## src/rtl/nps_pkg.sv

```systemverilog
`timescale 1ns / 1ps

package nps_pkg;

    localparam int MAX_NODES = 64;
    localparam int IDX_W     = $clog2(MAX_NODES);
    localparam int CNT_W     = IDX_W + 1;
    localparam int COORD_W   = 20;
    localparam int ABS_W     = COORD_W;
    localparam int SQ_W      = 2 * ABS_W;
    localparam int IDENT_W   = 32;
    localparam int DIST_W    = 44;

    localparam logic CMD_WRITE = 1'b0;
    localparam logic CMD_QUERY = 1'b1;

    typedef struct packed {
        logic signed [IDENT_W-1:0] ident;
        logic signed [COORD_W-1:0] x;
        logic signed [COORD_W-1:0] y;
        logic signed [COORD_W-1:0] z;
    } node_t;

    typedef struct packed {
        logic signed [COORD_W-1:0] x;
        logic signed [COORD_W-1:0] y;
        logic signed [COORD_W-1:0] z;
    } point_t;

    // one scan slot handed to the distance unit
    typedef struct packed {
        logic             issue;
        logic             cand;
        logic             last;
        logic [IDX_W-1:0] index;
    } scan_ctl_t;

    typedef struct packed {
        logic              found;
        node_t             node;
        logic [IDX_W-1:0]  index;
        logic [DIST_W-1:0] dist_sq;
    } result_t;

    typedef enum logic [1:0] {
        ST_IDLE,
        ST_SCAN,
        ST_WAIT,
        ST_HOLD
    } state_t;

endpackage

```

## src/rtl/nps_cell.sv

```systemverilog
`timescale 1ns / 1ps

module nps_cell (
    input  logic          clk,
    input  logic          wr_en,
    input  nps_pkg::node_t wr_node,
    input  logic          shift,
    input  nps_pkg::node_t from_next,
    output nps_pkg::node_t node
);
    import nps_pkg::*;

    node_t node_reg;

    // a write lands in this slot; otherwise rotate towards the head
    always_ff @(posedge clk)
    begin
        if (wr_en)
        begin
            node_reg <= wr_node;
        end
        else if (shift)
        begin
            node_reg <= from_next;
        end
    end

    assign node = node_reg;

endmodule

```

## config.mk

```make
export PLATFORM = sky130hd
export DESIGN_NAME = nps_cell
export DESIGN_NICKNAME = d
export VERILOG_FILES = /design/src/rtl/nps_pkg.sv /design/src/rtl/nps_cell.sv
export SDC_FILE = /design/constraint.sdc
export NUM_CORES = 1
export LEC_CHECK = 0
export BUFFER_PORTS_ARGS = -buffer_cell sky130_fd_sc_hd__buf_2
export CAP_MARGIN = 20
export CORE_MARGIN = 8
export CORE_UTILIZATION = 42
export DETAILED_ROUTE_END_ITERATION = 10
export PLACE_DENSITY = 0.82
export SKIP_LAST_GASP = 1
export SYNTH_ARGS = -nofsm -noshare
export SYNTH_HDL_FRONTEND = slang
export SYNTH_SLANG_ARGS = --single-unit
```

## constraint.sdc

```tcl
create_clock -name clk -period 2.8 [get_ports clk]
set_input_delay 0.28 -clock clk [delete_from_list [all_inputs] [get_ports clk]]
set_output_delay 0.28 -clock clk [all_outputs]
set_load 0.02 [all_outputs]
```

### Word-level counts from Yosys, hierarchy flattened

Index checks and enable logic that the tools add are counted.

* register bits after elaboration: 92
* input bits: 187
* output and inout port bits: 92
* logic and storage cells: 7

* multiplexer cells: 2
* reduce and logical (&&, ||, !) cells: 1

Operators with widths (count)
* 92-bit two-way mux: 2
* 2-bit nonzero test: 1

### Longest topological paths before layout

* depth after elaboration: 2
* mapped depth: 3
* gate-level depth less buffers: 1

### Worst setup path after synthesis

No wires, ideal clock.

* path type: input-to-reg
* from: input wr_en
* to: register node_reg (netlist bit node[0]) (enable)
* setup time: 411 ps
* data arrival time: 1808 ps
* required time: 2389 ps
* path slack: 581 ps
* stages on the path: 3
* buffers on the path: 2
* cells stage by stage: buf_4 > buf_6 > or2_2

* longest elaborated chain between the ends: 1

Ends and longest elaborated chain
* start, declared: line nps_cell.sv:5 `input logic wr_en,`
* 2-bit nonzero test (no line)
* end signal, assigned: line nps_cell.sv:20 `node_reg <= wr_node;`
* end signal, assigned: line nps_cell.sv:24 `node_reg <= from_next;`
* end, declared: line nps_cell.sv:13 `node_t node_reg;`

No other way between the ends.
A chain may end at the register's enable or synchronous reset.

### Final worst setup path

* from: input wr_en
* to: register node_reg (netlist bit node[23]) (enable)

The elaborated chain is that of the path after synthesis.

==> summary.md <==
| Metric | Value |
|---|---|
| Max reg flops | a little over 90 |
| Commonest non-fill, non-tap cell in the layout | buf_2 |
| Vias in the first global route | around 3200 |
| Final Cell Area | 5830 µm² |
| Worst endpoint required time | approximately 2800 ps |
| GRT Util Overall | 0.165 |
| Share of the synthesized area in the top cell type | 0.664 |
| Largest net degree at the start of global routing | 92 |
| Crit-path max FO | 91 |
| Gp weighted congestion | between 0.8 and 0.9 |
| Routed wire length | between 10 and 15 mm |
| Synthesized flop and latch total | 92 |
| Final period util | 0.437 |
| Syn Inst Count | 195 |
| Nets | 665 |
| Slowest cell on the critical path | buf_12 |
| Status | complete, no violations |
| Io pins | about 280 |
| IO buf count | approximately 280 |
| Syn Area/Cell | approximately 21 µm² |
| Die Y | 116 µm |
| Post-DR wirelength/cell | 18.8 µm |
| Warnings from Yosys | 0 |
| Syn nets | approximately 380 |
| Clk sinks | between 90 and 100 |
| Die area | about 13000 µm² |
| Sequential area share after synthesis | 0.664 |
| CP Buf/Inv Count | 2 |
| Hold Startpoint | wr_node[67] |
| First-pass GRT wire length | approximately 17 mm |
| Max_slew headroom | 0.664 |
| CTS tree | yes |
| Ranking of synthesized cells by area | edfxtp_1, mux2_4, mux2_2 |
| CP Capture Type | register |
| Post-CTS Setup Bufs | 0 |
| Antenna Nets Post-Route | 0 |
| DR pass1 iterations | 4 |
| Leading area contributor after synthesis | edfxtp_1 |
| Mapped Area | ~4200 µm² |
| Total stage count of the critical path | 3 |
| Max Cap Viol | 0 |
| Initial antenna violation count | 1 |
| Num CTS Buffers | 9 |
| Max Buffers Root-to-Sink | 2 |
| DRC Markers | 0 |
| VDD IR max | around 0.00027 V |
| Hold bufs inserted after CTS | 0 |
| # resized after CTS | 0 |
| RSZ-0062 raised after global routing | no |
| Critical path class | primary input to register |
| Htree depth | 3 |
| Iter 0 DRT Violations | approximately 110 |
| Gr ovfl total | 0 |
| Hold Crit Class | primary input to register |
| Hold path depth | 2 |
| Area of the core | slightly below 10000 µm² |
| Final setup viols | 0 |
| WP data arrival | roughly 1200 ps |
| Initial Utilization | 0.430 |
| Ratio of cells with drive above 1 in the final layout | 0.801 |
| Commonest cells after routing, fill and taps aside | buf_2, edfxtp_1, mux2_4, mux2_2, clkbuf_8 |
| Largest delay share family, worst path | buffers and inverters |
| CTS clk-pin slew, worst paths | around 90 ps |
| Period minus WS final | 1220 ps |
| Vias | ~2800 |
| Slew of the pin with the lowest slew margin | 505 ps |
| Hold EP | node[67] |
| CP Launch Type | primary input |
| Setup WS pre-CTS | 1210 ps |
| CTS root buf | clkbuf_8 |
| Vias/cell | 4.56 |
| Netlist cell types | 7 |
| Area Growth Syn to Fin | 40.2% |
| F_max | around 820 MHz |
| Worst setup margin | around 1600 ps |
| Pwr/cell area | about 540 nW/µm² |
| DP Area | 5680 µm² |
| Hold_ws | between 200 and 250 ps |
| Fin. Hold Viols | 0 |
| # rows | 36 |
| Pins Over Slew Limit | 0 |
| Pleak | ~2.8 nW |
| Chip width | 116 µm |
| Delay of the slowest critical-path stage | about 350 ps |
| TNS Setup | 0 ps |
| Critical-path cell list | buf_4 > or2_4 > buf_12 |
[layout make-up]
cell class | instances | area, µm²
fill | 749 | 3850
sequential | 92 | 2760
timing repair buffer | 282 | 1450
multi-input combinational | 93 | 1300
tap | 133 | 166
clock buffer | 11 | 131
clock inverter | 4 | 17.5
antenna | 1 | 2.50
[stage by stage]
step,std cells,total power [mW],utilization
floorplan,195,2.18,-
global placement,600,2.46,0.587
detailed placement,600,2.49,0.587
CTS,615,3.22,0.602
global route,616,3.31,0.602
finish,616,3.18,0.602
[worst max-delay path by stage]
stage / from / slack, ps / endpoint
5_1_grt: wr_en / 1560 / node[6]
3_3_place_gp: wr_en / 1260 / node[89]
3_5_place_dp: wr_en / 1210 / node[6]
4_1_cts: node[31] / 1580 / node[31]
2_1_floorplan: wr_en / 580 / node[0]
6_report: wr_en / 1580 / node[23]
[where the power goes]
part,switching [mW],internal (mW),total [mW]
clock network,0.422,0.310,0.732
logic,0.386,0.335,0.721
registers,0.0354,1.69,1.72
[Yosys cell counts]
cell type / count
buf_4: 1
mux2_4: 69
buf_6: 7
mux2_2: 23
or2_2: 1
buf_2: 2
edfxtp_1: 92
[cell families after synthesis]
family,after synthesis,share of synthesized area
DFF,92,0.664
muxes,92,0.311
and+or+nand+nor,1,0.00150
buffers and inverters,10,0.0232
[layer usage]
layer	track usage	routed length (µm)	vias to the layer above
met5	0	0	-
met4	0.0902	281	0
met3	0.0584	1290	19
met2	0.300	6150	172
met1	0.161	3830	1284
li1	-	-	1331
No activity file was read; power rests on OpenSTA's default activity.
