## config.mk

```make
export PLATFORM = sky130hd
export DESIGN_NAME = nps_dist
export DESIGN_NICKNAME = d
export VERILOG_FILES = /design/src/rtl/nps_pkg.sv /design/src/rtl/nps_dist.sv
export SDC_FILE = /design/constraint.sdc
export NUM_CORES = 2
export LEC_CHECK = 0
export BUFFER_PORTS_ARGS = -buffer_cell sky130_fd_sc_hd__buf_2
export CAP_MARGIN = 20
export CORE_MARGIN = 5
export CORE_UTILIZATION = 40
export DETAILED_ROUTE_END_ITERATION = 6
export PLACE_DENSITY = 0.54
export SLEW_MARGIN = 20
export SYNTH_ARGS = -nofsm -noshare
export SYNTH_HDL_FRONTEND = slang
export SYNTH_SLANG_ARGS = --single-unit
```

## constraint.sdc

```tcl
create_clock -name clk -period 21.4 [get_ports clk]
set_input_delay 4.28 -clock clk [delete_from_list [all_inputs] [get_ports clk]]
set_output_delay 4.28 -clock clk [all_outputs]
set_load 0.1 [all_outputs]
```

## src/rtl/nps_pkg.sv

```systemverilog
`timescale 1ns / 1ps

package nps_pkg;

    localparam int MAX_NODES = 64;
    localparam int IDX_W     = $clog2(MAX_NODES);
    localparam int CNT_W     = IDX_W + 1;
    localparam int COORD_W   = 20;
    localparam int ABS_W     = COORD_W;
    localparam int SQ_W      = 2 * ABS_W;
    localparam int IDENT_W   = 32;
    localparam int DIST_W    = 44;

    localparam logic CMD_WRITE = 1'b0;
    localparam logic CMD_QUERY = 1'b1;

    typedef struct packed {
        logic signed [IDENT_W-1:0] ident;
        logic signed [COORD_W-1:0] x;
        logic signed [COORD_W-1:0] y;
        logic signed [COORD_W-1:0] z;
    } node_t;

    typedef struct packed {
        logic signed [COORD_W-1:0] x;
        logic signed [COORD_W-1:0] y;
        logic signed [COORD_W-1:0] z;
    } point_t;

    // one scan slot handed to the distance unit
    typedef struct packed {
        logic             issue;
        logic             cand;
        logic             last;
        logic [IDX_W-1:0] index;
    } scan_ctl_t;

    typedef struct packed {
        logic              found;
        node_t             node;
        logic [IDX_W-1:0]  index;
        logic [DIST_W-1:0] dist_sq;
    } result_t;

    typedef enum logic [1:0] {
        ST_IDLE,
        ST_SCAN,
        ST_WAIT,
        ST_HOLD
    } state_t;

endpackage

```

## src/rtl/nps_dist.sv

```systemverilog
`timescale 1ns / 1ps

module nps_dist (
    input  logic               clk,
    input  logic               rst_n,
    input  logic               start,
    input  nps_pkg::scan_ctl_t ctl,
    input  nps_pkg::node_t     head,
    input  nps_pkg::point_t    qpoint,
    output logic               done,
    output nps_pkg::result_t   result
);
    import nps_pkg::*;

    logic signed [COORD_W:0] dx, dy, dz;
    logic [ABS_W-1:0]        ax_next, ay_next, az_next;
    logic [ABS_W-1:0]        ax_reg, ay_reg, az_reg;
    logic [SQ_W-1:0]         sx_reg, sy_reg, sz_reg;
    logic [DIST_W-1:0]       sum;

    scan_ctl_t s1_ctl_reg, s2_ctl_reg;
    node_t     s1_node_reg, s2_node_reg;

    logic              found_reg;
    node_t             best_node_reg;
    logic [IDX_W-1:0]  best_index_reg;
    logic [DIST_W-1:0] best_dist_reg;
    logic              done_reg;

    // stage 1: coordinate differences and magnitudes
    always_comb
    begin
        dx = {qpoint.x[COORD_W-1], qpoint.x} - {head.x[COORD_W-1], head.x};
        dy = {qpoint.y[COORD_W-1], qpoint.y} - {head.y[COORD_W-1], head.y};
        dz = {qpoint.z[COORD_W-1], qpoint.z} - {head.z[COORD_W-1], head.z};
        ax_next = dx[COORD_W] ? ABS_W'(-dx) : dx[ABS_W-1:0];
        ay_next = dy[COORD_W] ? ABS_W'(-dy) : dy[ABS_W-1:0];
        az_next = dz[COORD_W] ? ABS_W'(-dz) : dz[ABS_W-1:0];
    end

    always_ff @(posedge clk or negedge rst_n)
    begin
        if (!rst_n)
        begin
            s1_ctl_reg <= '0;
            s2_ctl_reg <= '0;
            done_reg   <= 1'b0;
            found_reg  <= 1'b0;
        end
        else
        begin
            s1_ctl_reg <= ctl;
            s2_ctl_reg <= s1_ctl_reg;
            done_reg   <= s2_ctl_reg.issue && s2_ctl_reg.last;
            if (start)
            begin
                found_reg <= 1'b0;
            end
            else if (s2_ctl_reg.issue && s2_ctl_reg.cand)
            begin
                found_reg <= 1'b1;
            end
        end
    end

    always_ff @(posedge clk)
    begin
        ax_reg      <= ax_next;
        ay_reg      <= ay_next;
        az_reg      <= az_next;
        s1_node_reg <= head;
        sx_reg      <= ax_reg * ax_reg;
        sy_reg      <= ay_reg * ay_reg;
        sz_reg      <= az_reg * az_reg;
        s2_node_reg <= s1_node_reg;
    end

    // stage 3: sum and keep the strict minimum, earliest slot on ties
    assign sum = DIST_W'(sx_reg) + DIST_W'(sy_reg) + DIST_W'(sz_reg);

    always_ff @(posedge clk)
    begin
        if (s2_ctl_reg.issue && s2_ctl_reg.cand && (!found_reg || sum < best_dist_reg))
        begin
            best_dist_reg  <= sum;
            best_index_reg <= s2_ctl_reg.index;
            best_node_reg  <= s2_node_reg;
        end
    end

    assign done = done_reg;

    always_comb
    begin
        result = '0;
        if (found_reg)
        begin
            result.found   = 1'b1;
            result.node    = best_node_reg;
            result.index   = best_index_reg;
            result.dist_sq = best_dist_reg;
        end
    end

endmodule

```

-- After elaboration in Yosys (flattened, before gate mapping)
Cells that the tools add are included.
- flip-flop bits (word level): 526
- bits in latches: 0
- RAM bits: 0
- ROM bits: 0
- input bits: 164
- output and inout bits: 144
- word-level logic and storage cells: 54
- memories kept: 0
- add/subtract/negate cells: 8
- multiply operators: 3
- div/mod/pow operators: 0
- magnitude comparators: 1
- equal/unequal tests: 0
- shift-type cells: 0
- muxes and demuxes: 6
- bitwise gates (word level): 0
- reductions and logical operators: 6
- operators with widths (kind ; number):
    $mux 143 ; 1
    $mul 20x20->40 ; 3
    $sub 20x20->21 ; 3
    $mux 20 ; 3
    $neg 20->20 ; 3
    $lt 42x44->1 ; 1
    $add 41x40->42 ; 1
    $add 40x40->41 ; 1
    $logic_and 1x1->1 ; 3
    $mux 1 ; 2
    $reduce_bool 2->1 ; 1
    $logic_not 1->1 ; 1
    $logic_or 1x1->1 ; 1

-- Depth between registers and ports, before layout
- depth after elaboration: 5
- mapped depth: 28
- depth with buffers taken out: 27

-- Worst setup path after synthesis
OpenSTA, ideal clock, no wires.
- kind: flip-flop to flip-flop
- from: reg sx_reg[6]
- to: reg best_dist_reg[0] (enable)
- setup time: 0.686 ns
- arrival: 10.846 ns
- required time: 20.714 ns
- slack: 9.868 ns
- cell stages (with the launch flop): 24
- period minus slack after synthesis: 11.532 ns
- cells stage by stage: dfxtp_1 -> fa_1 -> ha_1 -> o21ai_0 -> nand2b_1 -> or3b_1 -> o22ai_2 -> nand4_1 -> a21oi_1 -> nor2_1 -> o31ai_1 -> a21oi_1 -> xnor2_1 -> ha_1 -> a21o_1 -> a21o_1 -> a21o_1 -> a21oi_1 -> nor2b_1 -> o21ai_0 -> nand2b_1 -> a21oi_1 -> o2111ai_1 -> a21oi_1
- longest elaborated chain between the ends: 5
- ends and longest elaborated chain (element ; line ; RTL):
    from (decl) ; nps_dist.sv:18 ; logic [SQ_W-1:0] sx_reg, sy_reg, sz_reg;
    from (signal assigned) ; nps_dist.sv:72 ; sx_reg <= ax_reg * ax_reg;
    $add 40x40->41 ; nps_dist.sv:79 ; assign sum = DIST_W'(sx_reg) + DIST_W'(sy_reg) + DIST_W'(sz_reg);
    $add 41x40->42 ; nps_dist.sv:79 ;
    net sum[28] ; nps_dist.sv:19 ; logic [DIST_W-1:0] sum;
    $lt 42x44->1 ; nps_dist.sv:83 ; if (s2_ctl_reg.issue && s2_ctl_reg.cand && (!found_reg || sum < best_dist_reg))
    $logic_or 1x1->1 ; nps_dist.sv:83 ;
    $logic_and 1x1->1 ; nps_dist.sv:83 ;
    to (signal assigned) ; nps_dist.sv:85 ; best_dist_reg <= sum;
    to (decl) ; nps_dist.sv:27 ; logic [DIST_W-1:0] best_dist_reg;
The timed path passes the listed nets, and every way through them passes these cells.
A chain may end at the register's enable or synchronous reset.

-- Final worst setup path
- from: reg ax_reg[4]
- to: reg sx_reg[39]
- longest elaborated chain between the ends: 1
- ends and longest elaborated chain (element ; line ; RTL):
    from (decl) ; nps_dist.sv:17 ; logic [ABS_W-1:0] ax_reg, ay_reg, az_reg;
    from (signal assigned) ; nps_dist.sv:68 ; ax_reg <= ax_next;
    $mul 20x20->40 ; nps_dist.sv:72 ;
Every way passes these cells.

==> results.tsv <==
metric	value	unit
worst_path_most_repeated_cell	fa_1	
cts_resized	0	
slowest_stage	dfxtp_1	
synth-xor-area-share	0.0459	
min_from	s1_node_reg[45]$_DFF_P_	
cts_buffers	61	
finalSetupTns	0	ns
synthesis.area	55000	sq um
async_flop_share	0.0384	
cts-root-buf	clkbuf_16	
path_cells	nand2_1 > fa_1 > inv_1 > fa_1 > inv_1 > fa_1 > inv_1 > fa_1 > fa_1 > fa_1 > inv_1 > fa_1 > inv_1 > ha_1 > a21oi_1 > nor2b_1 > nand2_1 > a211oi_1 > a311oi_2 > a21oi_1 > o21ai_1 > a21oi_1 > o41ai_1 > xnor2_1	
wirelength	130	mm
post-cts-setup-buffer-count	0	
finClkSkew	0.0335	ns
tightestPinTransition	1.09	ns
slew_headroom	0.275	
maxSlewViolCount	0	
arrival	8.15	ns
synthMuxAreaShare	0.00175	
worstReg2RegEnd	sx_reg[39]$_DFF_P_	
place_congestion	0.838	
n_fill_cell	13400	
cap_violations	0	
die_h	381	um
synthAdderAreaFrac	0.455	
die_w	381	um
synth_warnings	0	
rows	136	
start_kind	flip-flop	
grt_pass1_wl	212	mm
design.core.area	137000	sq um
crit_required	21.95	ns
period_share	0.355	
path_clk_slew	0.06	ns
worstSkewPairLatency	0.68	ns
drc	0	
synth_edf_count	140	
hold_class	flip-flop to flip-flop	
io_pins	308	
slowest_delay	1.03	ns
drtPass1Iterations	7	
synth_seq_cells	521	
cts-htree-levels	2	
yosys.area_share.simple	0.113	
routed_via_density	4.80	
fmax	132	MHz
status	complete, no violations	
path_max_fanout	22	
grt_pass1_vias	39400	
die_area	145000	sq um
multi_input_area	38100	sq um
final-setup-viol-count	0	
antenna_found_initial	6	
worst-setup-path-type	flip-flop to flip-flop	
dp_hpwl	107	mm
avgRoutedWirePerCell	17.1	um
final_util	0.444	
portBuffers	305	
vias	36600	
postSynthCellCount	5484	
cts_hold_buf	0	
cp-end-kind	flip-flop	
synth_compound_area_frac	0.0757	
start_util	0.401	
drtIter0Drc	1484	
reg2reg_depth	24	
area_growth	10.5	%
regToRegSetupSlack	13.80	ns
r2r-start	ax_reg[4]$_DFF_P_	
synth_cell_types	92	
ant_nets	0	
cts_sinks	521	
synth_top_family_by_area	adder cells	
final_layout_size_suffix_gt1_frac	0.0922	
mostFrequentLayoutCell	inv_1	
rsz0062_at_grt	false	
whs_path_depth	0	
ys.flop_type	dfxtp_1	
finalNetCount	7398	
regArea	11900	sq um
cts_tree	yes	
avgSynthCellArea	10.0	sq um
fin_crit	7.60	ns
overflow	0	
min_to	s2_node_reg[45]$_DFF_P_	
hold_viol_final	0	
grt_start_max_net_pins	87	
mostFrequentLayoutCells	inv_1, fa_1, ha_1, nand2_1, and2_1	
yosysSeqAreaShare	0.217	
clk_path_buf_depth	3	
grt.total_usage	0.182	
## logic make-up (layout without fill, tap and decap cells)
| group | Yosys count | count (layout) |
|---|---|---|
| adder cells (fa/ha/maj) | 1475 | 1475 |
| AND/OR/NAND/NOR | 1240 | 1240 |
| multiplexers | 9 | 9 |
| XOR/XNOR | 288 | 288 |
| other | 1 | 8 |
| AO/OA/AOI/OAI | 618 | 618 |
| flip-flops | 521 | 521 |
| buffers and inverters | 1332 | 1658 |
## cell usage after synthesis (all sizes together) (24+ instances only)
library cell	instances	area [sq um]
nor2b	46	288
and2	379	2370
xor2	113	990
nand2b	31	194
nand3	40	205
ha	598	7480
clkbuf	146	548
xnor2	175	1530
o21a	24	181
o21ai	102	514
a21oi	185	941
a31oi	26	184
edfxtp	140	4200
a21o	107	803
nor3	35	185
inv	1177	4420
nand2	437	1640
fa	876	17500
nor2	170	638
dfxtp	361	7230
o21bai	29	218
## layout make-up
type	instances	share of cell area
inverters	1177	0.0727
well taps	1794	0.0369
diodes	5	0.000206
clock inverters	40	0.00752
flip-flops and latches	521	0.196
clock buffers	75	0.0270
multi-input cells	3633	0.626
repair buffers	366	0.0327
## critical path: cells and delay by family, from the launching register on
family	cells	cell delay [ns]
DFF	1	1.03
AOI/OAI and AO/OA	7	1.69
and+or+nand+nor	3	0.49
xor gates and xnor gates	1	0.12
adders and majority gates	8	3.88
buffers and inverters	5	0.25
## per-layer routing
metal | share of wire | GRT usage | vias up
met4 | 0.026 | 0.0461 | 2
met5 | 0.00010 | 0 | -
met1 | 0.46 | 0.250 | 18100
li1 | - | - | 17700
met3 | 0.038 | 0.0223 | 158
met2 | 0.47 | 0.308 | 615
## worst max path at each step
stage | slack [ns] | cells past startpoint | start | endpoint
4_1_cts | 13.71 | 22 | ay_reg[2]$_DFF_P_ | sy_reg[38]$_DFF_P_
3_3_place_gp | 13.58 | 14 | head[20] | ay_reg[6]$_DFF_P_
5_1_grt | 13.36 | 24 | ax_reg[4]$_DFF_P_ | sx_reg[39]$_DFF_P_
6_report | 13.80 | 24 | ax_reg[4]$_DFF_P_ | sx_reg[39]$_DFF_P_
2_1_floorplan | 9.87 | 23 | sx_reg[6]$_DFF_P_ | best_dist_reg[0]$_DFFE_PP_
3_5_place_dp | 13.59 | 14 | head[20] | ay_reg[7]$_DFF_P_
## stage by stage
stage               instance area (sq um)  worst slack, ns  hold WS [ns]  cells
floorplan                           55000             9.87         0.310   5486
global placement                    58600            13.58         0.310   7491
detailed placement                  58600            13.59         0.312   7491
CTS                                 60700            13.71         0.324   7606
global route                        60800            13.36         0.330   7609
finish                              60800            13.80         0.319   7611
Power is left out: the tool's default activity adds up to more than one toggle a clock period on the data nets, which glitch-free logic cannot reach.
